### src/design/pfd_pkg.sv
// package for the polar fm discriminator: payload types, cordic formats,
// arctangent table and fixed-point constants; no dependencies
`default_nettype none

package pfd_pkg;

  localparam int SampleBits = 16;
  localparam int GuardBits  = 8;
  localparam int RateBits   = 24;
  localparam int MagBits    = 16;
  localparam int FreqBits   = 24;

  // cordic datapath: guard bits plus headroom for the gain of about 1.65 * sqrt(2)
  localparam int CordW = SampleBits + GuardBits + 3;
  localparam int AccW  = 32;
  // unsigned magnitude times inverse gain
  localparam int ProdW = CordW - 1 + 24;

  localparam int                MaxStages   = 24;
  localparam int                DefStages   = 16;
  localparam int                DefPhase    = 16;
  localparam logic [RateBits-1:0] RateReset = 24'd48000;
  localparam logic [23:0]       InvGainQ24  = 24'd10188014;

  typedef struct packed {
    logic signed [SampleBits-1:0] in_real;
    logic signed [SampleBits-1:0] in_imag;
  } pfd_in_t;

  typedef struct packed {
    logic        [MagBits-1:0]  magnitude;
    logic signed [FreqBits-1:0] freq_hz;
  } pfd_out_t;

  typedef struct packed {
    logic signed [CordW-1:0] x;
    logic signed [CordW-1:0] y;
    logic        [AccW-1:0]  acc;
    logic                    zero;
  } pfd_cordic_t;

  // round(atan(2^-i) / (2 pi) * 2^32)
  localparam logic [AccW-1:0] AtanTurns [MaxStages] = '{
    32'd536870912, 32'd316933406, 32'd167458907, 32'd85004756, 32'd42667331,
    32'd21354465, 32'd10679838, 32'd5340245, 32'd2670163, 32'd1335087,
    32'd667544, 32'd333772, 32'd166886, 32'd83443, 32'd41722, 32'd20861,
    32'd10430, 32'd5215, 32'd2608, 32'd1304, 32'd652, 32'd326, 32'd163, 32'd81
  };

  function automatic logic [AccW-1:0] pfd_atan(input logic [4:0] idx);
    logic [AccW-1:0] r;
    r = '0;
    if (idx < 5'(MaxStages)) begin
      r = AtanTurns[idx];
    end
    return r;
  endfunction

endpackage

`default_nettype wire

### src/design/pfd_gain_stage.sv
// phase rounding and gain-correction multiply after the cordic chain
// depends on pfd_pkg for the cell payload and gain constant
`default_nettype none

module pfd_gain_stage
  import pfd_pkg::*;
#(
  parameter int PHASE_BITS = DefPhase
) (
  input  wire logic              clk,
  input  wire logic              rst,
  input  wire logic              up_valid,
  input  wire pfd_cordic_t       up_data,
  output logic                   up_ready,
  output logic                   dn_valid,
  output logic [PHASE_BITS-1:0]  dn_phase,
  output logic [ProdW-1:0]       dn_prod,
  input  wire logic              dn_ready
);

  localparam logic [AccW-1:0] RoundBit = AccW'(1) << (31 - PHASE_BITS);

  logic [AccW-1:0]  acc_rnd;
  logic [CordW-2:0] xmag;

  assign up_ready = !dn_valid || dn_ready;

  always_comb begin
    acc_rnd = up_data.acc + RoundBit;
    xmag    = up_data.x[CordW-1] ? '0 : up_data.x[CordW-2:0];
  end

  always_ff @(posedge clk) begin
    if (rst) begin
      dn_valid <= 1'b0;
    end else if (up_ready) begin
      dn_valid <= up_valid;
    end
    if (up_ready && up_valid) begin
      // all-zero sample has phase and magnitude zero
      if (up_data.zero) begin
        dn_phase <= '0;
        dn_prod  <= '0;
      end else begin
        dn_phase <= acc_rnd[AccW-1 -: PHASE_BITS];
        dn_prod  <= ProdW'(xmag) * ProdW'(InvGainQ24);
      end
    end
  end

endmodule

`default_nettype wire

### config.mk
export PLATFORM = sky130hd
export DESIGN_NAME = pfd_gain_stage
export DESIGN_NICKNAME = d
export VERILOG_FILES = /design/src/design/pfd_pkg.sv /design/src/design/pfd_gain_stage.sv
export SDC_FILE = /design/constraint.sdc
export NUM_CORES = 1
export LEC_CHECK = 0
export BUFFER_PORTS_ARGS = -buffer_cell sky130_fd_sc_hd__buf_2
export CAP_MARGIN = 10
export CORE_MARGIN = 5
export CORE_UTILIZATION = 50
export CTS_CLUSTER_SIZE = 20
export DETAILED_ROUTE_END_ITERATION = 6
export GPL_ROUTABILITY_DRIVEN = 0
export HOLD_SLACK_MARGIN = 0.15
export MAX_ROUTING_LAYER = met4
export PLACE_DENSITY = 0.78
export SYNTH_ARGS = -nofsm -noshare
export SYNTH_HDL_FRONTEND = slang
export SYNTH_SLANG_ARGS = --single-unit
### constraint.sdc
create_clock -name clk -period 17.4 [get_ports clk]
set_input_delay 3.48 -clock clk [delete_from_list [all_inputs] [get_ports clk]]
set_output_delay 3.48 -clock clk [all_outputs]
set_load 0.01 [all_outputs]
==> metrics, run 1 <==
CTS root buffer clkbuf_16; post-route ant nets 0; post-synthesis instance total 1701; async set-reset flop share out of synthesis 0%; Worst Setup SP up_data[86]; DR DRC count 0; CP Capture Type flop; H-tree depth 3; vias in the first global route 12852; grt met3 use 3.909%; HP Class flop to flop; Post-synth EDFFs 65; total global-route track usage 23.43%; via count 11928; kind of critical path input pin to flop; DIE WIDTH 189.0 µm; Setup Total Neg Slack 0 ns; worst endpoint required time 17.44 ns; Synth top cells by count inv_1 (408), fa_1 (260), ha_1 (227); sequential element share of the synthesized area 12.31%; final WL 39.44 mm; Final Hold Vio Count 0; Ys Warns 0; I/O Pins 159; Area Growth Syn to Fin 7.141%; syn_nets 2279; Slew headroom 15.24%; CTS sink count 66; clock edge transition at the registers on the reported setup and hold paths 0.06 ns; global-route wire length before repair 64.80 mm; HPWL after DPL 33.57 mm; post-synth cell types 69; period utilization 64.77%; setup repair after global routing missed its margin no; final slew viol count 0; Synth Register Bits 66; Die Y 189.0 µm; Worst Setup Start Kind input pin; Die Area 35710 µm²; Worst Path Arrival 11.31 ns; Synth top area share 32.50%; crit path max fanout 74; initial core utilization 50.75%; Adder-Cell Fraction of Synth Area 50.30%; Clock Skew 0.009458 ns; multiplexer share of the synthesized area 0.5547%; grt met1 use 27.90%; row count 65; ratio of cells with drive above 1 in the final layout 9.199%; top cells by area, synth fa_1 (33%), ha_1 (18%), edfxtp_1 (12%); Final Critical Period 11.27 ns; core footprint 31560 µm²; Remaining Overflow, GRT 0; Post-CTS Hold Buffers 0; largest family of logic cells by synthesized area adder cells; largest net degree at the start of global routing 75; diodes inserted 0; routed vias/inst 5.487; max_cap viols 0; post-synthesis compound-gate area fraction 8.290%; global routing's busiest layer met2; xor/xnor cell area share of the yosys netlist 6.180%; syn_area_per_cell 9.415 µm²; CTS tree built; M2 GR Usage 40.01%; final net count 2345; Longest Clk Path Bufs 2; Final setup viols 0; WL/cell 18.14 µm; r2r startpoint dn_valid$_SDFFE_PP0N_; Highest Clock Rate 88.74 MHz; Port Buf Inserts 115; Synth area leader fa_1; Mapped Area 16010 µm²; post-CTS setup buffers 0; Post-Synth Simple-Gate Area 10.81%; Num CTS Buffers 9; Slew @ Worst Pin 1.269 ns; count leader, synth inv_1; CTS resizes 0; status finished clean; final hold slack 0.5049 ns; Synth Flop Type edfxtp_1; DRT iter0 DRCs 916; min-delay src dn_valid$_SDFFE_PP0N_; Clk Latency, worst-skew pair 0.33 ns; TritonRoute pass-1 iters 5; initial antenna violation count 0
[through the flow]
stage | worst slack (ns) | util [%] | area (µm²) | std cells
floorplan | 6.838 | - | 16010 | 1701
global placement | 6.023 | 53.34 | 16830 | 2158
detailed placement | 5.962 | 53.34 | 16830 | 2158
CTS | 6.294 | 54.37 | 17160 | 2174
global route | 5.778 | 54.37 | 17160 | 2174
finish | 6.131 | 54.37 | 17160 | 2174
[cell families after synthesis]
family,Yosys count
fa+ha+maj,488
buf+inv,475
simple gates,345
compound gates,205
xor+xnor,113
flops,66
mux,8
other cells,1
[final timing paths]
| kind | end | slack [ns] | depth (start not counted) |
|---|---|---|---|
| worst max register to register | dn_prod[8]$_SDFFCE_PP0P_ | 15.84 | 3 |
| worst min-delay path | dn_valid$_SDFFE_PP0N_ | 0.50 | 2 |
| worst max-delay path | dn_prod[46]$_SDFFCE_PP0P_ | 6.13 | 23 |
| worst min register to register | dn_valid$_SDFFE_PP0N_ | 0.50 | 2 |
[cell type report]
class | count | area (µm²)
fillers | 2761 | 14400
multi-input cells | 1160 | 12200
flip-flops and latches | 66 | 1972
inverters | 408 | 1531
repair buffers | 122 | 628.1
well taps | 402 | 503.0
clock buffers | 9 | 225.2
clock inverters | 7 | 101.3
[state kept, by name, summed over array words and instances (netlist names)]
register	flops
dn_valid	1
dn_phase	16
dn_prod	49
[placed cells by master (no fill, tap or decap), types with 6 or more instances in the layout]
| cell | instances |
|---|---|
| buf_2 | 115 |
| nand4_1 | 16 |
| and3_1 | 6 |
| ha_1 | 227 |
| nor2_1 | 117 |
| and2_1 | 28 |
| buf_4 | 7 |
| xor2_1 | 35 |
| clkbuf_16 | 9 |
| nor2b_1 | 37 |
| nor3_1 | 13 |
| xnor2_1 | 78 |
| o21ai_0 | 31 |
| a21oi_1 | 68 |
| o21bai_1 | 11 |
| nand2_1 | 53 |
| edfxtp_1 | 65 |
| fa_1 | 260 |
| nand2b_1 | 27 |
| a31oi_1 | 9 |
| a21o_1 | 34 |
| nand3_1 | 21 |
| inv_1 | 408 |
[layer usage]
layer  part of all wire [%]  vias up
met5                      0        -
met4                    4.7        0
met3                    7.0      107
met2                     49      497
met1                     39     5878
li1                       -     5446
[worst max-delay path: stages]
cell      delay [ns]
buf_2           0.07
buf_4           0.56
nand2b_1        0.56
inv_1           0.38
fa_1            0.59
inv_1           0.06
fa_1            0.42
fa_1            0.55
inv_1           0.06
fa_1            0.59
fa_1            0.46
fa_1            0.51
inv_1           0.05
fa_1            0.47
inv_1           0.04
ha_1            0.44
nand4_1         0.18
or4_1           0.59
nor4_1          0.32
a311oi_1        0.15
a311oi_1        0.50
o21a_1          0.17
nor3_1          0.05
Power of run 1 is left out: the tool's default activity adds up to more than one toggle a clock period on the data nets, which glitch-free logic cannot reach.
==> inputs of run 2 (changes only) <==
ABC_AREA = 1   (was not set)
clock period = 10.4 ns   (was 17.4 ns; I/O delays follow)
==> run 2 against run 1 <==
Area after synthesis up 4.9%. Hold slack better by 0.028 ns. Die area up 4.6%. Flip-flop and latch count unchanged. Count of clock-buffer cells in the layout unchanged. Wire length up 9.8%. Critical path type unchanged. Largest cell class unchanged. Critical path depth up 7.
==> metrics, run 2 <==
largest net degree at the start of global routing 66; largest registers dn_prod (49), dn_phase (16), dn_valid (1); top cells by area, synth fa_1 (31%), ha_1 (17%), inv_1 (15%); Die Y 193.3 µm; Synth top cells by count inv_1 (649), nand2_1 (397), fa_1 (260); final net count 2817; Post-Synth Simple-Gate Area 18.00%; r2r setup slk 8.86 ns; final hold slack 0.5330 ns; multiplexer share of the synthesized area 0%; Final setup viols 0; Longest Clk Path Bufs 2; Synth top area share 31.00%; Reg with most FFs dn_prod; total global-route track usage 24.34%; async set-reset flop share out of synthesis 0%; count leader, synth inv_1; Die Area 37350 µm²; DIE WIDTH 193.3 µm; Mapped Area 16790 µm²; Synth Register Bits 66; dpl cells 2676; setup repair after global routing missed its margin no; slowest CP cell buf_2; initial core utilization 50.33%; Ys Warns 0; max_cap viols 0; post-CTS setup buffers 0; via count 13781; Post-synth EDFFs 65; period utilization 87.02%; CTS sink count 66; Area Growth Syn to Fin 8.248%; Setup Total Neg Slack 0 ns; Post-CTS Hold Buffers 0; WL/cell 16.08 µm; max incr delay on CP 0.68 ns; most used cell, CP inv_1; post-route core utilization 54.48%; routed vias/inst 5.119; row count 67; core footprint 33360 µm²; commonest non-fill, non-tap cell in the layout inv_1; TritonRoute pass-1 iters 6; post-synthesis compound-gate area fraction 4.895%; Critical Path Sink dn_prod[48]$_SDFFCE_PP0P_; initial antenna violation count 0; commonest cells after routing, fill and taps aside inv_1 (649), nand2_1 (397), fa_1 (260); syn_nets 2700; post-route ant nets 0; Clk Latency, worst-skew pair 0.33 ns; Remaining Overflow, GRT 0; vias in the first global route 14397; CTS resizes 0; max reg flops 49; R2R depth 2; ratio of cells with drive above 1 in the final layout 8.556%; syn_area_per_cell 7.913 µm²; clock edge transition at the registers on the reported setup and hold paths 0.06 ns; diodes inserted 0; HPWL after DPL 37.71 mm; Adder-Cell Fraction of Synth Area 47.91%; Final Critical Period 9.050 ns; post-synthesis instance total 2122; final slew viol count 0; Slew headroom 39.92%; xor/xnor cell area share of the yosys netlist 2.191%; global-route wire length before repair 71.55 mm; DR DRC count 0; Slew @ Worst Pin 0.9012 ns; Synth area leader fa_1; Clock Skew 0.007402 ns; Worst Path Arrival 9.15 ns; CTS tree built; CP Capture Type flop; post-synth cell types 38; Synth Flop Type edfxtp_1; r2r startpoint dn_valid$_SDFFE_PP0N_; status finished clean; crit path max fanout 17; CTS root buffer clkbuf_16; DRT iter0 DRCs 1030; Worst Setup Start Kind input pin; Final Hold Vio Count 0; I/O Pins 159; final WL 43.29 mm; worst endpoint required time 10.50 ns; fillcell total 3047; Worst Setup SP up_data[86]; Num CTS Buffers 9; Port Buf Inserts 115; reg2reg end dn_prod[5]$_SDFFCE_PP0P_; H-tree depth 3; largest family of logic cells by synthesized area adder cells; Layout Cells excl Fill 2692; kind of critical path input pin to flop; HP Class flop to flop; Highest Clock Rate 110.5 MHz; sequential element share of the synthesized area 11.74%
==> run 2: worst min path at each step <==
stage	startpoint	to	cells past startpoint
after floorplan	dn_valid$_SDFFE_PP0N_	dn_valid$_SDFFE_PP0N_	2
after global placement	dn_valid$_SDFFE_PP0N_	dn_valid$_SDFFE_PP0N_	2
after detailed placement	dn_valid$_SDFFE_PP0N_	dn_valid$_SDFFE_PP0N_	2
after CTS	dn_valid$_SDFFE_PP0N_	dn_valid$_SDFFE_PP0N_	2
after global routing	dn_valid$_SDFFE_PP0N_	dn_valid$_SDFFE_PP0N_	2
final	dn_valid$_SDFFE_PP0N_	dn_valid$_SDFFE_PP0N_	2
==> run 2: worst max-delay path: cells and delay by family <==
family	cells	cell delay [ns]
adders and majority gates	8	3.57
buffers and inverters	9	1.58
and+or+nand+nor	13	1.93
==> run 2: per-layer routing <==
layer / up-vias / share of wire (%) / global-route usage (%)
met2: 596 / 49 / 40.83
met4: 0 / 5.3 / 10.39
li1: 6521 / - / -
met3: 133 / 6.8 / 3.705
met1: 6531 / 39 / 29.42
met5: - / 0 / -
==> run 2: through the flow <==
step / area, µm² / setup slack [ns]
2_1_floorplan: 16790 / 2.418
3_3_place_gp: 17880 / 1.207
3_5_place_dp: 17880 / 1.085
4_1_cts: 18180 / 1.424
5_1_grt: 18180 / 0.9971
6_report: 18180 / 1.350
==> run 2: layout make-up <==
type	count	area [µm²]	share of cell area, %
repair buffers	118	598.1	3.290
well taps	448	560.5	3.084
clock buffers	9	225.2	1.239
clock inverters	7	68.82	0.3786
multi-input cells	1384	12270	67.52
flip-flops and latches	66	1972	10.85
inverters	660	2480	13.64
==> run 2: cell families (layout without fill, tap and decap cells) <==
kind of cell	Yosys count	in the layout
AO/OA/AOI/OAI	151	151
XOR/XNOR	42	42
adder cells (fa/ha/maj)	487	487
buffers and inverters	672	794
flip-flops	66	66
other	1	1
AND/OR/NAND/NOR	703	703
Power of run 2 is left out for the same reason.
