--- config.mk ---
export PLATFORM = sky130hd
export DESIGN_NAME = pfd_disc_stage
export DESIGN_NICKNAME = d
export VERILOG_FILES = /design/src/design/pfd_pkg.sv /design/src/design/pfd_disc_stage.sv
export SDC_FILE = /design/constraint.sdc
export NUM_CORES = 1
export LEC_CHECK = 0
export ABC_AREA = 1
export BUFFER_PORTS_ARGS = -buffer_cell sky130_fd_sc_hd__buf_2
export CAP_MARGIN = 10
export CORE_ASPECT_RATIO = 0.75
export CORE_MARGIN = 2
export CORE_UTILIZATION = 45
export CTS_CLUSTER_DIAMETER = 80
export DETAILED_ROUTE_END_ITERATION = 8
export GPL_ROUTABILITY_DRIVEN = 0
export SYNTH_ARGS = -nofsm -noshare
export SYNTH_HDL_FRONTEND = slang
export SYNTH_SLANG_ARGS = --single-unit
--- constraint.sdc ---
create_clock -name clk -period 7 [get_ports clk]
set_input_delay 1.4 -clock clk [delete_from_list [all_inputs] [get_ports clk]]
set_output_delay 1.4 -clock clk [all_outputs]
set_load 0.05 [all_outputs]
--- src/design/pfd_pkg.sv ---
// package for the polar fm discriminator: payload types, cordic formats,
// arctangent table and fixed-point constants; no dependencies
`default_nettype none

package pfd_pkg;

  localparam int SampleBits = 16;
  localparam int GuardBits  = 8;
  localparam int RateBits   = 24;
  localparam int MagBits    = 16;
  localparam int FreqBits   = 24;

  // cordic datapath: guard bits plus headroom for the gain of about 1.65 * sqrt(2)
  localparam int CordW = SampleBits + GuardBits + 3;
  localparam int AccW  = 32;
  // unsigned magnitude times inverse gain
  localparam int ProdW = CordW - 1 + 24;

  localparam int                MaxStages   = 24;
  localparam int                DefStages   = 16;
  localparam int                DefPhase    = 16;
  localparam logic [RateBits-1:0] RateReset = 24'd48000;
  localparam logic [23:0]       InvGainQ24  = 24'd10188014;

  typedef struct packed {
    logic signed [SampleBits-1:0] in_real;
    logic signed [SampleBits-1:0] in_imag;
  } pfd_in_t;

  typedef struct packed {
    logic        [MagBits-1:0]  magnitude;
    logic signed [FreqBits-1:0] freq_hz;
  } pfd_out_t;

  typedef struct packed {
    logic signed [CordW-1:0] x;
    logic signed [CordW-1:0] y;
    logic        [AccW-1:0]  acc;
    logic                    zero;
  } pfd_cordic_t;

  // round(atan(2^-i) / (2 pi) * 2^32)
  localparam logic [AccW-1:0] AtanTurns [MaxStages] = '{
    32'd536870912, 32'd316933406, 32'd167458907, 32'd85004756, 32'd42667331,
    32'd21354465, 32'd10679838, 32'd5340245, 32'd2670163, 32'd1335087,
    32'd667544, 32'd333772, 32'd166886, 32'd83443, 32'd41722, 32'd20861,
    32'd10430, 32'd5215, 32'd2608, 32'd1304, 32'd652, 32'd326, 32'd163, 32'd81
  };

  function automatic logic [AccW-1:0] pfd_atan(input logic [4:0] idx);
    logic [AccW-1:0] r;
    r = '0;
    if (idx < 5'(MaxStages)) begin
      r = AtanTurns[idx];
    end
    return r;
  endfunction

endpackage

`default_nettype wire

--- src/design/pfd_disc_stage.sv ---
// phase difference against the stored phase, magnitude rounding,
// frequency multiply and the output register; depends on pfd_pkg
`default_nettype none

module pfd_disc_stage
  import pfd_pkg::*;
#(
  parameter int PHASE_BITS = DefPhase
) (
  input  wire logic                clk,
  input  wire logic                rst,
  input  wire logic [RateBits-1:0] rate,
  input  wire logic                up_valid,
  input  wire logic [PHASE_BITS-1:0] up_phase,
  input  wire logic [ProdW-1:0]    up_prod,
  output logic                     up_ready,
  output logic                     out_valid,
  output pfd_out_t                 out_data,
  input  wire logic                out_stall
);

  localparam int MagLsb = 24 + GuardBits;
  localparam logic [ProdW:0] RoundMag = (ProdW + 1)'(1) << (MagLsb - 1);

  logic [PHASE_BITS-1:0]         last_phase;
  logic signed [PHASE_BITS-1:0]  dphase;
  logic [MagBits-1:0]            mag;
  logic                          mid_valid;
  logic                          mid_ready;
  logic                          out_ready;
  logic [ProdW:0]                mag_sum;
  logic signed [PHASE_BITS+24:0] fprod;

  assign out_ready = !out_valid || !out_stall;
  assign mid_ready = !mid_valid || out_ready;
  assign up_ready  = mid_ready;

  always_comb begin
    mag_sum = {1'b0, up_prod} + RoundMag;
    fprod   = dphase * $signed({1'b0, rate});
  end

  always_ff @(posedge clk) begin
    if (rst) begin
      mid_valid  <= 1'b0;
      out_valid  <= 1'b0;
      last_phase <= '0;
    end else begin
      if (mid_ready) begin
        mid_valid <= up_valid;
      end
      if (out_ready) begin
        out_valid <= mid_valid;
      end
      if (mid_ready && up_valid) begin
        last_phase <= up_phase;
      end
    end
    if (mid_ready && up_valid) begin
      // wraps to half a turn either way
      dphase <= up_phase - last_phase;
      if (|mag_sum[ProdW:MagLsb+MagBits]) begin
        mag <= '1;
      end else begin
        mag <= mag_sum[MagLsb+MagBits-1:MagLsb];
      end
    end
    if (out_ready && mid_valid) begin
      out_data.magnitude <= mag;
      // floor shift by the phase width
      out_data.freq_hz   <= fprod[PHASE_BITS+FreqBits-1:PHASE_BITS];
    end
  end

endmodule

`default_nettype wire

==> results of run 1 <==
[metal layers]
layer  GRT usage [%]  wire length (µm)
met5               0                 0
met4            4.68               681
met2            36.0             19500
met1            35.8             21600
met3            4.25              3450
[worst min-delay path by stage]
stage	start	endpoint	slack (ns)	depth (start not counted)
6_report	mag[14]	out_data[38]	0.41	0
5_1_grt	mag[0]	out_data[24]	0.42	0
4_1_cts	mag[14]	out_data[38]	0.42	0
2_1_floorplan	mag[0]	out_data[24]	0.40	0
3_5_place_dp	mag[2]	out_data[26]	0.41	0
3_3_place_gp	mag[0]	out_data[24]	0.40	0
[sequential cells by signal, summed over array words and instances, names as in the netlist]
signal / count
dphase: 16
last_phase: 16
mag: 16
mid_valid: 1
out_data: 40
out_valid: 1
[critical path: cells and delay by family]
family / cells / cell delay [ns]
adder cells (fa/ha/maj): 7 / 3.20
buffers and inverters: 7 / 0.89
AO/OA/AOI/OAI: 3 / 0.71
AND/OR/NAND/NOR: 6 / 0.53
[per-stage QoR]
step / setup WS (ns) / hold slack [ns]
3_3_place_gp: 0.104 / 0.401
6_report: 0.390 / 0.414
2_1_floorplan: 0.427 / 0.400
5_1_grt: 0.0551 / 0.421
3_5_place_dp: 0.0732 / 0.405
4_1_cts: 0.414 / 0.417
[synth_stat cells (7+ instances only)]
master / n / area share [%]
inv_1: 623 / 13
nand2_1: 551 / 12
fa_1: 306 / 35
ha_1: 146 / 11
nor2_1: 113 / 2.4
clkbuf_1: 73 / 1.6
edfxtp_1: 72 / 12
a21oi_1: 56 / 1.6
nand3_1: 38 / 1.1
xor2_1: 34 / 1.7
o21ai_0: 25 / 0.72
dfxtp_1: 18 / 2.1
nor3_1: 18 / 0.52
a211oi_1: 15 / 0.65
nand4_1: 12 / 0.43
xnor2_1: 11 / 0.55
nand3_2: 10 / 0.58
or2_2: 9 / 0.32
nand3b_1: 7 / 0.30
[final cells by class]
class,instances,share of cell area [%]
clock inverter,5,0.329
multi-input combinational,1387,64.3
timing repair buffer,157,5.03
clock buffer,11,1.28
sequential,90,13.3
tap,512,3.37
inverter,630,12.4
[cell families (layout without fill, tap and decap cells)]
| kind of cell | after synthesis | count (layout) |
|---|---|---|
| flops | 90 | 90 |
| fa+ha+maj | 452 | 452 |
| simple gates | 775 | 775 |
| xor+xnor | 45 | 45 |
| compound gates | 115 | 115 |
| buf+inv | 707 | 803 |
==> results.sh, run 1 <==
export IMPL_crit_chain="buf_2 -> buf_4 -> nand2_1 -> inv_1 -> fa_1 -> inv_1 -> fa_1 -> fa_1 -> inv_1 -> fa_1 -> fa_1 -> inv_1 -> fa_1 -> inv_1 -> ha_1 -> a21oi_1 -> o21ai_0 -> a21oi_1 -> nor2_1 -> nor3_1 -> nand2_1 -> nand2_1 -> nand2_1"
export IMPL_grt_pass1_wl_um=75000
export IMPL_postLayoutCellArea_um2=19000
export IMPL_rsz0062_at_grt="no"
export IMPL_clock_sinks=90
export IMPL_core_area_um2=38200
export IMPL_syn_area_um2=17400
export IMPL_synth_edf_count=72
export IMPL_die_area_um2=40200
export IMPL_fill_cells=3762
export IMPL_ant_nets=0
export IMPL_synth_compound_gate_area_share_pct=3.76
export IMPL_dpl_cell_area_um2=18700
export IMPL_postCtsHoldBufs=0
export IMPL_r2r_cells=19
export IMPL_end_kind="flip-flop"
export IMPL_crit_start="rate[12]"
export IMPL_final_cells=2792
export IMPL_vias=13774
export IMPL_start_util_pct=45.6
export IMPL_htreeDepth=3
export IMPL_min_path_type="reg -> reg"
export IMPL_viasPerCell=4.93
export IMPL_r2r_end="out_data[18]"
export IMPL_syn_nets=2730
export IMPL_cts_setup_buffers=0
export IMPL_finalClockSkew_ns=0.00979
export IMPL_hold_violations=0
export IMPL_numPortBuffers=104
export IMPL_synth_simple_area_share_pct=18.4
export IMPL_clock_latency_ns=0.34
export IMPL_arrival_ns=6.70
export IMPL_synthAdderAreaFrac_pct=45.7
export IMPL_grt_usage_pct=23.8
export IMPL_yosysWarnings=0
export IMPL_areaGrowthSynthToFinish_pct=9.27
export IMPL_final_cell_mix="inv_1 (623), nand2_1 (551), fa_1 (306)"
export IMPL_synth_xor_area_share_pct=2.27
export IMPL_final_util_pct=49.8
export IMPL_crit_type="in -> reg"
export IMPL_wl_per_cell_um=16.2
export IMPL_crit_path_max_incr_delay_ns=0.51
export IMPL_die_h_um=174
export IMPL_antenna_found_initial=0
export IMPL_drv_cap=0
export IMPL_dr_pass1_iters=5
export IMPL_cts_buffer_depth=2
export IMPL_io_pins=136
export IMPL_ys_flop_type="edfxtp_1"
export IMPL_final_net_count=2821
export IMPL_crit_path_frequent_cell="fa_1"
export IMPL_period_share_pct=94.4
export IMPL_regToRegSetupSlack_ns=0.74
export IMPL_finalSetupViolations=0
export IMPL_regArea_um2=2520
export IMPL_yosysSeqAreaShare_pct=14.5
export IMPL_drc=0
export IMPL_grt_max_degree=36
export IMPL_drive_above_1_share_pct=9.34
export IMPL_synth_cell_types=40
export IMPL_endpoint="out_data[19]"
export IMPL_ctsResizeCount=0
export IMPL_fin_setup_tns_ns=0
export IMPL_cts_tree="done"
export IMPL_antenna_cells=0
export IMPL_die_x_um=231
export IMPL_clk_pin_slew_ns=0.06
export IMPL_slowest_stage="fa_1"
export IMPL_numCtsBuffers=9
export IMPL_critPathLaunchType="primary input"
export IMPL_synth_area_mux_share_pct=0
export IMPL_wl_um=45300
export IMPL_crit_fanout=13
export IMPL_drt_initial_drc_count=840
export IMPL_ys_ff_latch=90
export IMPL_grt_pass1_vias=14390
export IMPL_required_ns=7.09
export IMPL_num_rows=62
export IMPL_final_common_cell="inv_1"
export IMPL_worst_slew_pin_slew_ns=1.09
export IMPL_fin_crit_ns=6.61
export IMPL_slew_headroom_pct=27.2
export IMPL_status="completed"
export IMPL_placed_cells=2776
export IMPL_place_hpwl_um=37400
export IMPL_maxSlewViolCount=0
export IMPL_overflow=0
export IMPL_synth_top_family_by_area="adder cells"
export IMPL_fmax_ghz=0.151
export IMPL_multiInputGateArea_um2=12200
export IMPL_syn_avg_cell_area_um2=7.96
export IMPL_r2r_start="dphase[11]"
export IMPL_clockRootBuffer="clkbuf_16"
export IMPL_async_flop_share_pct=0
export IMPL_synthCells=2184
Power of run 1 is left out: the tool's default activity adds up to more than one toggle a clock period on the data nets, which glitch-free logic cannot reach.
==> run 2, diff against run 1 <==
--- a/config.mk
+++ b/config.mk
@@ -10,7 +10,7 @@
 export CAP_MARGIN = 10
 export CORE_ASPECT_RATIO = 0.75
 export CORE_MARGIN = 2
-export CORE_UTILIZATION = 45
+export CORE_UTILIZATION = 42
 export CTS_CLUSTER_DIAMETER = 80
 export DETAILED_ROUTE_END_ITERATION = 8
 export GPL_ROUTABILITY_DRIVEN = 0
==> run 2 against run 1 <==
- sequential share of layout area about the same
- critical path depth decreased by 1
- flip-flop and latch count unchanged
- design area about the same
- wire length decreased by 1.7%
- utilization decreased by 3.3 points
- register-to-register slack got worse by 0.15 ns
- fmax decreased by 0.81%
- clock skew increased by 0.00062 ns
- largest cell class unchanged
==> results.sh, run 2 (same netlist as run 1, synthesis figures left out) <==
export IMPL_status="completed"
export IMPL_crit_chain="buf_2 -> nand2_1 -> fa_1 -> inv_1 -> fa_1 -> inv_1 -> fa_1 -> inv_1 -> fa_1 -> fa_1 -> inv_1 -> fa_1 -> inv_1 -> ha_1 -> a21oi_1 -> o21ai_0 -> a21oi_1 -> nand3_1 -> nand2_1 -> nand2_1 -> nand2_1 -> nand2_1"
export IMPL_met1_length_um=21500
export IMPL_cts_buffer_depth=2
export IMPL_num_rows=64
export IMPL_crit_fanout=14
export IMPL_die_h_um=180
export IMPL_clock_latency_ns=0.34
export IMPL_antenna_cells=0
export IMPL_wl_met3_um=2890
export IMPL_routed_wl_met2_um=19600
export IMPL_hold_violations=0
export IMPL_largest_reg_flops=40
export IMPL_numCtsBuffers=9
export IMPL_drive_above_1_share_pct=9.18
export IMPL_slowest_stage="fa_1"
export IMPL_die_x_um=239
export IMPL_grt_usage_pct=21.9
export IMPL_clk_pin_slew_ns=0.06
export IMPL_overflow=0
export IMPL_dr_pass1_iters=7
export IMPL_maxSlewViolCount=0
export IMPL_cts_tree="done"
export IMPL_finalClockSkew_ns=0.0104
export IMPL_grt_pass1_vias=14006
export IMPL_die_area_um2=43100
export IMPL_areaGrowthSynthToFinish_pct=9.27
export IMPL_finalSetupViolations=0
export IMPL_fin_setup_tns_ns=0
export IMPL_htreeDepth=3
export IMPL_wl_per_cell_um=15.9
export IMPL_critPathBufInv=6
export IMPL_drt_initial_drc_count=994
export IMPL_dr_max_layer_used="met4"
export IMPL_clockRootBuffer="clkbuf_16"
export IMPL_slew_headroom_pct=26.5
export IMPL_antenna_found_initial=0
export IMPL_final_net_count=2817
export IMPL_crit_path_max_incr_delay_ns=0.55
export IMPL_required_ns=7.09
export IMPL_place_hpwl_um=36600
export IMPL_critPathLaunchType="primary input"
export IMPL_wl_um=44500
export IMPL_ant_nets=0
export IMPL_io_pins=136
export IMPL_end_kind="flip-flop"
export IMPL_core_area_um2=40800
export IMPL_vias=13654
export IMPL_arrival_ns=6.75
export IMPL_crit_type="in -> reg"
export IMPL_postCtsHoldBufs=0
export IMPL_fmax_ghz=0.150
export IMPL_worst_slew_pin_slew_ns=1.10
export IMPL_period_share_pct=95.2
export IMPL_min_path_type="reg -> reg"
export IMPL_crit_path_frequent_cell="fa_1"
export IMPL_critPathTopFamily="adder cells"
export IMPL_cts_setup_buffers=0
export IMPL_start_util_pct=42.6
export IMPL_final_cell_mix="inv_1 (623), nand2_1 (551), fa_1 (306)"
export IMPL_final_common_cell="inv_1"
export IMPL_top_register="out_data"
export IMPL_rsz0062_at_grt="no"
export IMPL_clock_sinks=90
export IMPL_grt_max_degree=36
export IMPL_viasPerCell=4.87
export IMPL_drc=0
export IMPL_grt_pass1_wl_um=74200
export IMPL_ctsResizeCount=0
export IMPL_numPortBuffers=104
export IMPL_drv_cap=0
export IMPL_fin_crit_ns=6.66
[run 2: cell count changes in the layout (fill, tap and decap cells not counted), sizes merged]
cell      delta
inv          +1
clkinvlp     -2
bufinv       +1
clkinv       +1
clkbuf       -1
buf          -4
[run 2: per-stage QoR]
step | setup slack, ns | utilization, % | std cells | area, µm² | hold slack, ns
after floorplan | 0.427 | - | 2184 | 17400 | 0.400
after global placement | 0.0396 | 45.8 | 2788 | 18700 | 0.400
after detailed placement | 0.0652 | 45.8 | 2788 | 18700 | 0.405
after CTS | 0.395 | 46.5 | 2804 | 19000 | 0.420
after global routing | 0.0297 | 46.5 | 2804 | 19000 | 0.425
final | 0.336 | 46.5 | 2804 | 19000 | 0.419
[run 2: path summary, 6_finish.rpt]
path | cells after the start | to | startpoint | slack (ns)
worst max-delay path | 22 | out_data[13] | rate[12] | 0.34
worst min-delay path | 0 | out_data[25] | mag[1] | 0.42
worst max register to register | 20 | out_data[17] | dphase[3] | 0.59
worst min register to register | 0 | out_data[25] | mag[1] | 0.42
[run 2: worst register-to-register path, stage by stage, from the launching register on]
cell and delay (ns):
edfxtp_1 1.07, buf_4 0.28, nand2_1 0.06, fa_1 0.48, fa_1 0.51, fa_1 0.56
inv_1 0.06, fa_1 0.46, fa_1 0.60, inv_1 0.07, fa_1 0.49, inv_1 0.04
ha_1 0.33, a21oi_1 0.20, o21ai_0 0.19, a21oi_1 0.22, nor2_1 0.07, nor3_1 0.22
nand2_1 0.08, nand2_1 0.06, nand2_1 0.07
[run 2: layout make-up]
cell class,count,area (µm²)
Tap cell,528,661
Timing Repair Buffer,153,926
Fill cell,4023,21800
Clock buffer,10,229
Sequential cell,90,2520
Inverter,630,2360
Clock inverter,6,87.6
Multi-Input combinational cell,1387,12200
[run 2: per-layer routing]
layer / GRT usage, % / vias up
met5: 0 / -
met2: 33.7 / 389
met3: 3.49 / 43
met4: 3.95 / 0
met1: 32.8 / 6700
li1: - / 6522
Power of run 2 is left out for the same reason.
