## src/design/pfd_pkg.sv

```systemverilog
// package for the polar fm discriminator: payload types, cordic formats,
// arctangent table and fixed-point constants; no dependencies
`default_nettype none

package pfd_pkg;

  localparam int SampleBits = 16;
  localparam int GuardBits  = 8;
  localparam int RateBits   = 24;
  localparam int MagBits    = 16;
  localparam int FreqBits   = 24;

  // cordic datapath: guard bits plus headroom for the gain of about 1.65 * sqrt(2)
  localparam int CordW = SampleBits + GuardBits + 3;
  localparam int AccW  = 32;
  // unsigned magnitude times inverse gain
  localparam int ProdW = CordW - 1 + 24;

  localparam int                MaxStages   = 24;
  localparam int                DefStages   = 16;
  localparam int                DefPhase    = 16;
  localparam logic [RateBits-1:0] RateReset = 24'd48000;
  localparam logic [23:0]       InvGainQ24  = 24'd10188014;

  typedef struct packed {
    logic signed [SampleBits-1:0] in_real;
    logic signed [SampleBits-1:0] in_imag;
  } pfd_in_t;

  typedef struct packed {
    logic        [MagBits-1:0]  magnitude;
    logic signed [FreqBits-1:0] freq_hz;
  } pfd_out_t;

  typedef struct packed {
    logic signed [CordW-1:0] x;
    logic signed [CordW-1:0] y;
    logic        [AccW-1:0]  acc;
    logic                    zero;
  } pfd_cordic_t;

  // round(atan(2^-i) / (2 pi) * 2^32)
  localparam logic [AccW-1:0] AtanTurns [MaxStages] = '{
    32'd536870912, 32'd316933406, 32'd167458907, 32'd85004756, 32'd42667331,
    32'd21354465, 32'd10679838, 32'd5340245, 32'd2670163, 32'd1335087,
    32'd667544, 32'd333772, 32'd166886, 32'd83443, 32'd41722, 32'd20861,
    32'd10430, 32'd5215, 32'd2608, 32'd1304, 32'd652, 32'd326, 32'd163, 32'd81
  };

  function automatic logic [AccW-1:0] pfd_atan(input logic [4:0] idx);
    logic [AccW-1:0] r;
    r = '0;
    if (idx < 5'(MaxStages)) begin
      r = AtanTurns[idx];
    end
    return r;
  endfunction

endpackage

`default_nettype wire

```

## src/design/pfd_cordic_cell.sv

```systemverilog
// one vectoring cordic iteration with its own pipeline register
// depends on pfd_pkg for the cell payload and the arctangent table
`default_nettype none

module pfd_cordic_cell
  import pfd_pkg::*;
#(
  parameter int Shift = 0
) (
  input  wire logic        clk,
  input  wire logic        rst,
  input  wire logic        up_valid,
  input  wire pfd_cordic_t up_data,
  output logic             up_ready,
  output logic             dn_valid,
  output pfd_cordic_t      dn_data,
  input  wire logic        dn_ready
);

  localparam logic [4:0] Idx = 5'(Shift);

  logic signed [CordW-1:0] xs;
  logic signed [CordW-1:0] ys;
  pfd_cordic_t             cell_next;

  assign up_ready = !dn_valid || dn_ready;

  always_comb begin
    xs = up_data.x >>> Shift;
    ys = up_data.y >>> Shift;
    cell_next = up_data;
    // rotate toward the x axis
    if (!up_data.y[CordW-1]) begin
      cell_next.x   = up_data.x + ys;
      cell_next.y   = up_data.y - xs;
      cell_next.acc = up_data.acc + pfd_atan(Idx);
    end else begin
      cell_next.x   = up_data.x - ys;
      cell_next.y   = up_data.y + xs;
      cell_next.acc = up_data.acc - pfd_atan(Idx);
    end
  end

  always_ff @(posedge clk) begin
    if (rst) begin
      dn_valid <= 1'b0;
    end else if (up_ready) begin
      dn_valid <= up_valid;
    end
    if (up_ready && up_valid) begin
      dn_data <= cell_next;
    end
  end

endmodule

`default_nettype wire

```

## config.mk

```make
export PLATFORM = sky130hd
export DESIGN_NAME = pfd_cordic_cell
export DESIGN_NICKNAME = d
export VERILOG_FILES = /design/src/design/pfd_pkg.sv /design/src/design/pfd_cordic_cell.sv
export SDC_FILE = /design/constraint.sdc
export NUM_CORES = 1
export LEC_CHECK = 0
export BUFFER_PORTS_ARGS = -buffer_cell sky130_fd_sc_hd__buf_2
export CORE_ASPECT_RATIO = 1.75
export CORE_MARGIN = 2
export CORE_UTILIZATION = 40
export DETAILED_ROUTE_END_ITERATION = 10
export GPL_TIMING_DRIVEN = 0
export PLACE_DENSITY_LB_ADDON = 0.25
export SLEW_MARGIN = 0
export SYNTH_ARGS = -nofsm -noshare
export SYNTH_HDL_FRONTEND = slang
export SYNTH_SLANG_ARGS = --single-unit
```

## constraint.sdc

```tcl
create_clock -name clk -period 5 [get_ports clk]
set_input_delay 1 -clock clk [delete_from_list [all_inputs] [get_ports clk]]
set_output_delay 1 -clock clk [all_outputs]
set_load 0.005 [all_outputs]
```

==> impl_metrics.env, run 1 <==
export IMPL_post_cts_buffers=0
export IMPL_hold_path_end="dn_valid"
export IMPL_vias=6604
export IMPL_min_period_over_period_pct=74.8
export IMPL_hold_viol_final=0
export IMPL_reg2reg_slack_ns=3.51
export IMPL_ys_seq_area_share_pct=35.7
export IMPL_holdBufCountCts=0
export IMPL_cts_tree="done"
export IMPL_viasPerCell=5.47
export IMPL_yosys_cell_count_top_type="ha_1"
export IMPL_synth_nets=960
export IMPL_tightestPinTransition_ns=0.894
export IMPL_grt_pass1_vias=6462
export IMPL_dieArea_um2=19400
export IMPL_synth_edf_count=86
export IMPL_yosys_area_share_simple_pct=12.2
export IMPL_yosys_area_top_type="edfxtp_1"
export IMPL_synth_xor_area_share_pct=6.24
export IMPL_fin_crit_ns=3.74
export IMPL_cts_root_buffer="clkbuf_16"
export IMPL_dieHeight_um=183
export IMPL_grt_ovfl_total=0
export IMPL_grt_pass1_wl_mm=35.2
export IMPL_finClkSkew_ns=0.00844
export IMPL_maxSlewHeadroom_pct=39.6
export IMPL_fp_row_count=65
export IMPL_io_pins=180
export IMPL_drt_wl_total_mm=24.1
export IMPL_synthDistinctLibCells=78
export IMPL_die_w_um=106
export IMPL_hold_depth=2
export IMPL_r2r_start="dn_valid"
export IMPL_muxShareOfSynthArea_pct=1.65
export IMPL_avgRoutedWirePerCell_um=20.0
export IMPL_ant_nets=0
export IMPL_clkSinkCount=87
export IMPL_path_clk_slew_ns=0.07
export IMPL_status="finished, final reports clean"
export IMPL_netlist_top_cells_count="ha_1 (87), edfxtp_1 (86), inv_1 (80)"
export IMPL_core_area_um2=18000
export IMPL_drc=0
export IMPL_min_from="dn_valid"
export IMPL_floorplan_initialDensity_pct=40.6
export IMPL_cts_max_level=3
export IMPL_grt_max_degree=74
export IMPL_cp_end_kind="flop"
export IMPL_peakVddDrop_mv=0.173
export IMPL_antenna_cells=0
export IMPL_fmax_mhz=267
export IMPL_netlist_instances=778
export IMPL_max_cap_violations=0
export IMPL_rr_endpoint="dn_data[70]"
export IMPL_worstPathArrival_ns=3.83
export IMPL_grt_usage_pct=24.2
export IMPL_setup_viol_count_final=0
export IMPL_clockBufferDepth=2
export IMPL_synthTopCellsByArea="edfxtp_1 (35%), ha_1 (15%), xnor2_1 (5.2%)"
export IMPL_drv_slew=0
export IMPL_synthAdderAreaFrac_pct=16.0
export IMPL_synth_top_family_by_area="compound AO/OA/AOI/OAI gates"
export IMPL_crit_type="input pin to flop"
export IMPL_rsz0062_at_grt="no"
export IMPL_antenna_found_initial=0
export IMPL_synthToLayoutAreaGrowth_pct=20.7
export IMPL_insertion_delay_ns=0.36
export IMPL_synth_compound_area_share_pct=21.6
export IMPL_yosysTopAreaCellShare_pct=35.4
export IMPL_synthesis_area_um2=7290
export IMPL_crit_start="up_data[33]"
export IMPL_setup_tns_ns=0
export IMPL_syn_area_per_cell_um2=9.38
export IMPL_fin_ws_ns=1.26
export IMPL_p_per_area_nw_per_um2=273
export IMPL_postSynth_asyncResetShare_pct=0
export IMPL_finalPower_uw=2410
export IMPL_synth_ff_type="edfxtp_1"
export IMPL_synth_seq_cells=87
export IMPL_fin_nets=1151
export IMPL_worst_setup_path_start_kind="input pin"
export IMPL_dr_pass1_iters=8
export IMPL_layout_drive_gt1_share_pct=24.2
export IMPL_numPortBuffers=179
export IMPL_cts_buffers=9
export IMPL_dr_first_iter_drc_count=447
export IMPL_critPathMaxFanout=5
export IMPL_power_leakage_uw=0.00397
export IMPL_dp_hpwl_mm=19.5
export IMPL_post_cts_resized=0
export IMPL_crit_required_ns=5.09
export IMPL_post_place_ws_ns=0.979
export IMPL_yosys_warnings=0
export IMPL_worst_r2r_cell_count=3
export IMPL_hp_class="flop to flop"
export IMPL_gp_congestion=1.02
==> routing by layer <==
layer	GRT usage, %	vias to the layer above	share of wire (%)
met1	22.7	3086	34
met2	47.8	260	55
met4	15.7	0	6.9
li1	-	3166	-
met5	0	-	0
met3	3.11	92	4.1
==> logic make-up after synthesis <==
kind of cell / count (synthesis)
simple gates: 175
compound gates: 240
xor+xnor: 52
flops: 87
fa+ha+maj: 91
mux: 12
buf+inv: 121
==> flip-flops by register name, summed over array words and instances (netlist names) <==
| name | cells |
|---|---|
| dn_data | 86 |
| dn_valid | 1 |
==> how the worst max path moves through the flow <==
| stage | end | slack, ns | cells after the start |
|---|---|---|---|
| 6_report | dn_data[86] | 1.26 | 12 |
| 5_1_grt | dn_data[81] | 1.13 | 11 |
| 4_1_cts | dn_data[81] | 1.35 | 11 |
| 3_5_place_dp | dn_data[81] | 0.98 | 11 |
| 3_3_place_gp | dn_data[45] | 0.43 | 3 |
| 2_1_floorplan | dn_data[0] | 1.38 | 2 |
==> worst max-delay path, cell delays in order <==
cell and delay (ns):
buf_2 0.10, ha_1 0.19, inv_1 0.06, fa_1 0.39, nor2_1 0.16, o221ai_1 0.28
a21oi_1 0.55, nand3_1 0.23, a31oi_1 0.32, o22ai_1 0.15, a22oi_1 0.30, xor2_1 0.10
==> metrics by stage <==
stage	instance area (um^2)	utilization, %	hold WS [ns]	cells
finish	8810	49.0	0.546	1208
global route	8810	49.0	0.567	1208
CTS	8810	49.0	0.553	1208
detailed placement	8510	47.4	0.538	1192
global placement	8480	47.2	0.491	1191
floorplan	7290	-	0.522	778
==> area by class of cell <==
type / instances / area, um^2
clock inverter: 7 / 67.6
inverter: 87 / 327
timing repair buffer: 180 / 923
tap: 234 / 293
clock buffer: 9 / 225
fill: 1821 / 9170
sequential: 87 / 2600
buffer: 34 / 155
multi-input combinational: 570 / 4210
==> power breakdown <==
part	switching (uW)	leakage [uW]	total, uW	internal, uW
registers	17.2	0.000840	930	913
clock network	329	0.000140	679	350
logic	487	0.00299	796	310
total	833	0.00397	2410	1570
==> layout by cell type (no fill, tap or decap), types with 4 or more instances in the layout <==
master,instances
or3_1,7
a211oi_1,4
nand4_1,4
or2_2,5
nor3_1,19
fa_1,4
clkbuf_16,9
clkbuf_1,16
o21ai_0,39
nor2b_1,7
mux2i_1,12
xnor2_1,43
a211o_1,4
o21ai_1,14
nor2_1,50
inv_1,80
o21a_1,10
nand2_1,30
edfxtp_1,86
nor4_1,7
a21o_1,17
ha_1,87
inv_2,6
a21oi_1,73
nand2b_1,14
o31ai_1,10
o2111ai_1,4
o22ai_1,6
o21bai_1,9
a221oi_1,5
nand3_1,8
buf_2,192
a31oi_1,5
xor2_1,9
and2_1,6
Note: power is estimated with default switching activity, not from simulation.
==> run 2: changes to the inputs <==
- ABC_AREA: default -> 1
- clock period: 5 -> 3.4 ns (I/O delays scaled with it)
==> run 2 against run 1 <==
Effect of this change:
- clock power rose by 45%
- hold slack got worse by 0.063 ns
- utilization fell by 1.2 points
==> impl_metrics.env, run 2 <==
export IMPL_status="finished, final reports clean"
export IMPL_crit_required_ns=3.54
export IMPL_reg2reg_slack_ns=1.50
export IMPL_largest_register_ffs=86
export IMPL_insertion_delay_ns=0.36
export IMPL_netlist_instances=1333
export IMPL_clockBufferDepth=2
export IMPL_worst_setup_path_start_kind="input pin"
export IMPL_rr_endpoint="dn_data[83]"
export IMPL_hp_class="input pin to flop"
export IMPL_dieHeight_um=201
export IMPL_setup_worst_path_end="dn_data[77]"
export IMPL_final_cell_mix="nand2_1 (421), inv_1 (247), buf_2 (191), nand3_1 (121), nor2_1 (91)"
export IMPL_drc=0
export IMPL_fill_cells=2359
export IMPL_synth_ff_type="edfxtp_1"
export IMPL_fp_row_count=72
export IMPL_dr_pass1_iters=5
export IMPL_vias=9045
export IMPL_r2r_start="dn_valid"
export IMPL_dr_first_iter_drc_count=494
export IMPL_cp_end_kind="flop"
export IMPL_synth_edf_count=86
export IMPL_worstPathArrival_ns=2.71
export IMPL_numPortBuffers=178
export IMPL_die_w_um=117
export IMPL_yosys_warnings=0
export IMPL_setup_tns_ns=0
export IMPL_largest_register="dn_data"
export IMPL_io_pins=180
export IMPL_yosys_area_top_type="edfxtp_1"
export IMPL_synthToLayoutAreaGrowth_pct=18.1
export IMPL_gp_congestion=1.01
export IMPL_worst_r2r_cell_count=3
export IMPL_synth_seq_cells=87
export IMPL_core_area_um2=22000
export IMPL_grt_pass1_vias=8861
export IMPL_critPathMaxFanout=8
export IMPL_fin_nets=1706
export IMPL_cts_buffers=9
export IMPL_post_place_ws_ns=0.539
export IMPL_peakVddDrop_mv=0.245
export IMPL_power_leakage_uw=0.00567
export IMPL_cts_max_level=3
export IMPL_rsz0062_at_grt="no"
export IMPL_avgRoutedWirePerCell_um=17.5
export IMPL_dp_hpwl_mm=27.4
export IMPL_drv_slew=0
export IMPL_holdBufCountCts=0
export IMPL_synthDistinctLibCells=33
export IMPL_fin_crit_ns=2.57
export IMPL_cts_root_buffer="clkbuf_16"
export IMPL_fin_ws_ns=0.834
export IMPL_clkSinkCount=87
export IMPL_fmax_mhz=390
export IMPL_tightestPinTransition_ns=0.948
export IMPL_viasPerCell=4.96
export IMPL_crit_start="up_data[40]"
export IMPL_final_common_cell="nand2_1"
export IMPL_grt_pass1_wl_mm=48.4
export IMPL_maxSlewHeadroom_pct=36.8
export IMPL_path_clk_slew_ns=0.07
export IMPL_grt_ovfl_total=0
export IMPL_floorplan_initialDensity_pct=40.5
export IMPL_post_cts_resized=0
export IMPL_postSynth_asyncResetShare_pct=0
export IMPL_synth_nets=1515
export IMPL_drt_wl_total_mm=32.0
export IMPL_cts_tree="done"
export IMPL_max_cap_violations=0
export IMPL_antenna_found_initial=0
export IMPL_grt_usage_pct=27.7
export IMPL_finClkSkew_ns=0.00568
export IMPL_ant_nets=0
export IMPL_layout_drive_gt1_share_pct=17.3
export IMPL_min_period_over_period_pct=75.5
export IMPL_synthesis_area_um2=8900
export IMPL_largestRegisters="dn_data: 86 flops, dn_valid: 1 flops"
export IMPL_post_cts_buffers=0
export IMPL_antenna_cells=0
export IMPL_dieArea_um2=23500
export IMPL_ys_seq_area_share_pct=29.3
export IMPL_syn_area_per_cell_um2=6.67
export IMPL_setup_viol_count_final=0
export IMPL_netlist_top_cells_count="nand2_1 (421), inv_1 (247), nand3_1 (121)"
export IMPL_crit_type="input pin to flop"
export IMPL_yosysTopAreaCellShare_pct=29.0
export IMPL_grt_max_degree=32
export IMPL_hold_viol_final=0
export IMPL_p_per_area_nw_per_um2=354
export IMPL_yosys_cell_count_top_type="nand2_1"
export IMPL_synthTopCellsByArea="edfxtp_1 (29%), nand2_1 (18%), ha_1 (12%)"
-- run 2: kinds of logic after synthesis --
logic type,after synthesis,synth area share [%]
compound gates,155,9.59
xor+xnor,17,1.67
fa+ha+maj,91,13.1
buf+inv,288,13.2
flops,87,29.3
simple gates,695,33.1
-- run 2: through the flow --
step                      hold WS (ns)  std cells  util [%]  total power, uW  area (um^2)
final                            0.483       1825      47.8             3720        10500
after global routing             0.480       1825      47.8             3940        10500
after CTS                        0.474       1825      47.8             3740        10500
after detailed placement         0.557       1809      46.4             2750        10200
after global placement           0.518       1807      46.3             2740        10200
after floorplan                  0.542       1333         -             2220         8910
-- run 2: worst min path at each step --
| stage | from | endpoint | slack, ns | cells after the start |
|---|---|---|---|---|
| after floorplan | dn_valid | dn_valid | 0.54 | 2 |
| after global placement | dn_valid | dn_valid | 0.52 | 2 |
| after detailed placement | dn_valid | dn_valid | 0.56 | 2 |
| after CTS | rst | dn_valid | 0.47 | 2 |
| after global routing | up_data[12] | dn_data[12] | 0.48 | 1 |
| final | rst | dn_valid | 0.48 | 2 |
-- run 2: worst max-delay path: stages --
cell and delay (ns):
buf_2 0.11, inv_1 0.04, ha_1 0.28, buf_2 0.20
nand2_2 0.14, inv_1 0.09, a21oi_2 0.27, nand3_1 0.23
a21oi_1 0.30, nor2_1 0.07, o21ai_1 0.29
-- run 2: final cells by class --
| class | instances | area [um^2] | area share, % |
|---|---|---|---|
| multi-input combinational | 958 | 5130 | 48.8 |
| clock inverter | 7 | 75.1 | 0.714 |
| sequential | 87 | 2600 | 24.8 |
| timing repair buffer | 180 | 931 | 8.86 |
| clock buffer | 9 | 225 | 2.14 |
| buffer | 36 | 230 | 2.19 |
| tap | 296 | 370 | 3.52 |
| inverter | 252 | 946 | 9.00 |
-- run 2: power by group --
part	switching [uW]	internal, uW	total (uW)	leakage (uW)
logic	948	458	1410	0.00468
clock network	463	519	982	0.000144
registers	19.9	1310	1330	0.000843
-- run 2: layer usage --
metal	GRT usage [%]	share of wire, %	vias to the layer above
met1	27.6	35	4073
met4	16.6	6.5	0
met3	2.74	4.1	82
li1	-	-	4591
met5	0	0	-
met2	53.0	55	299
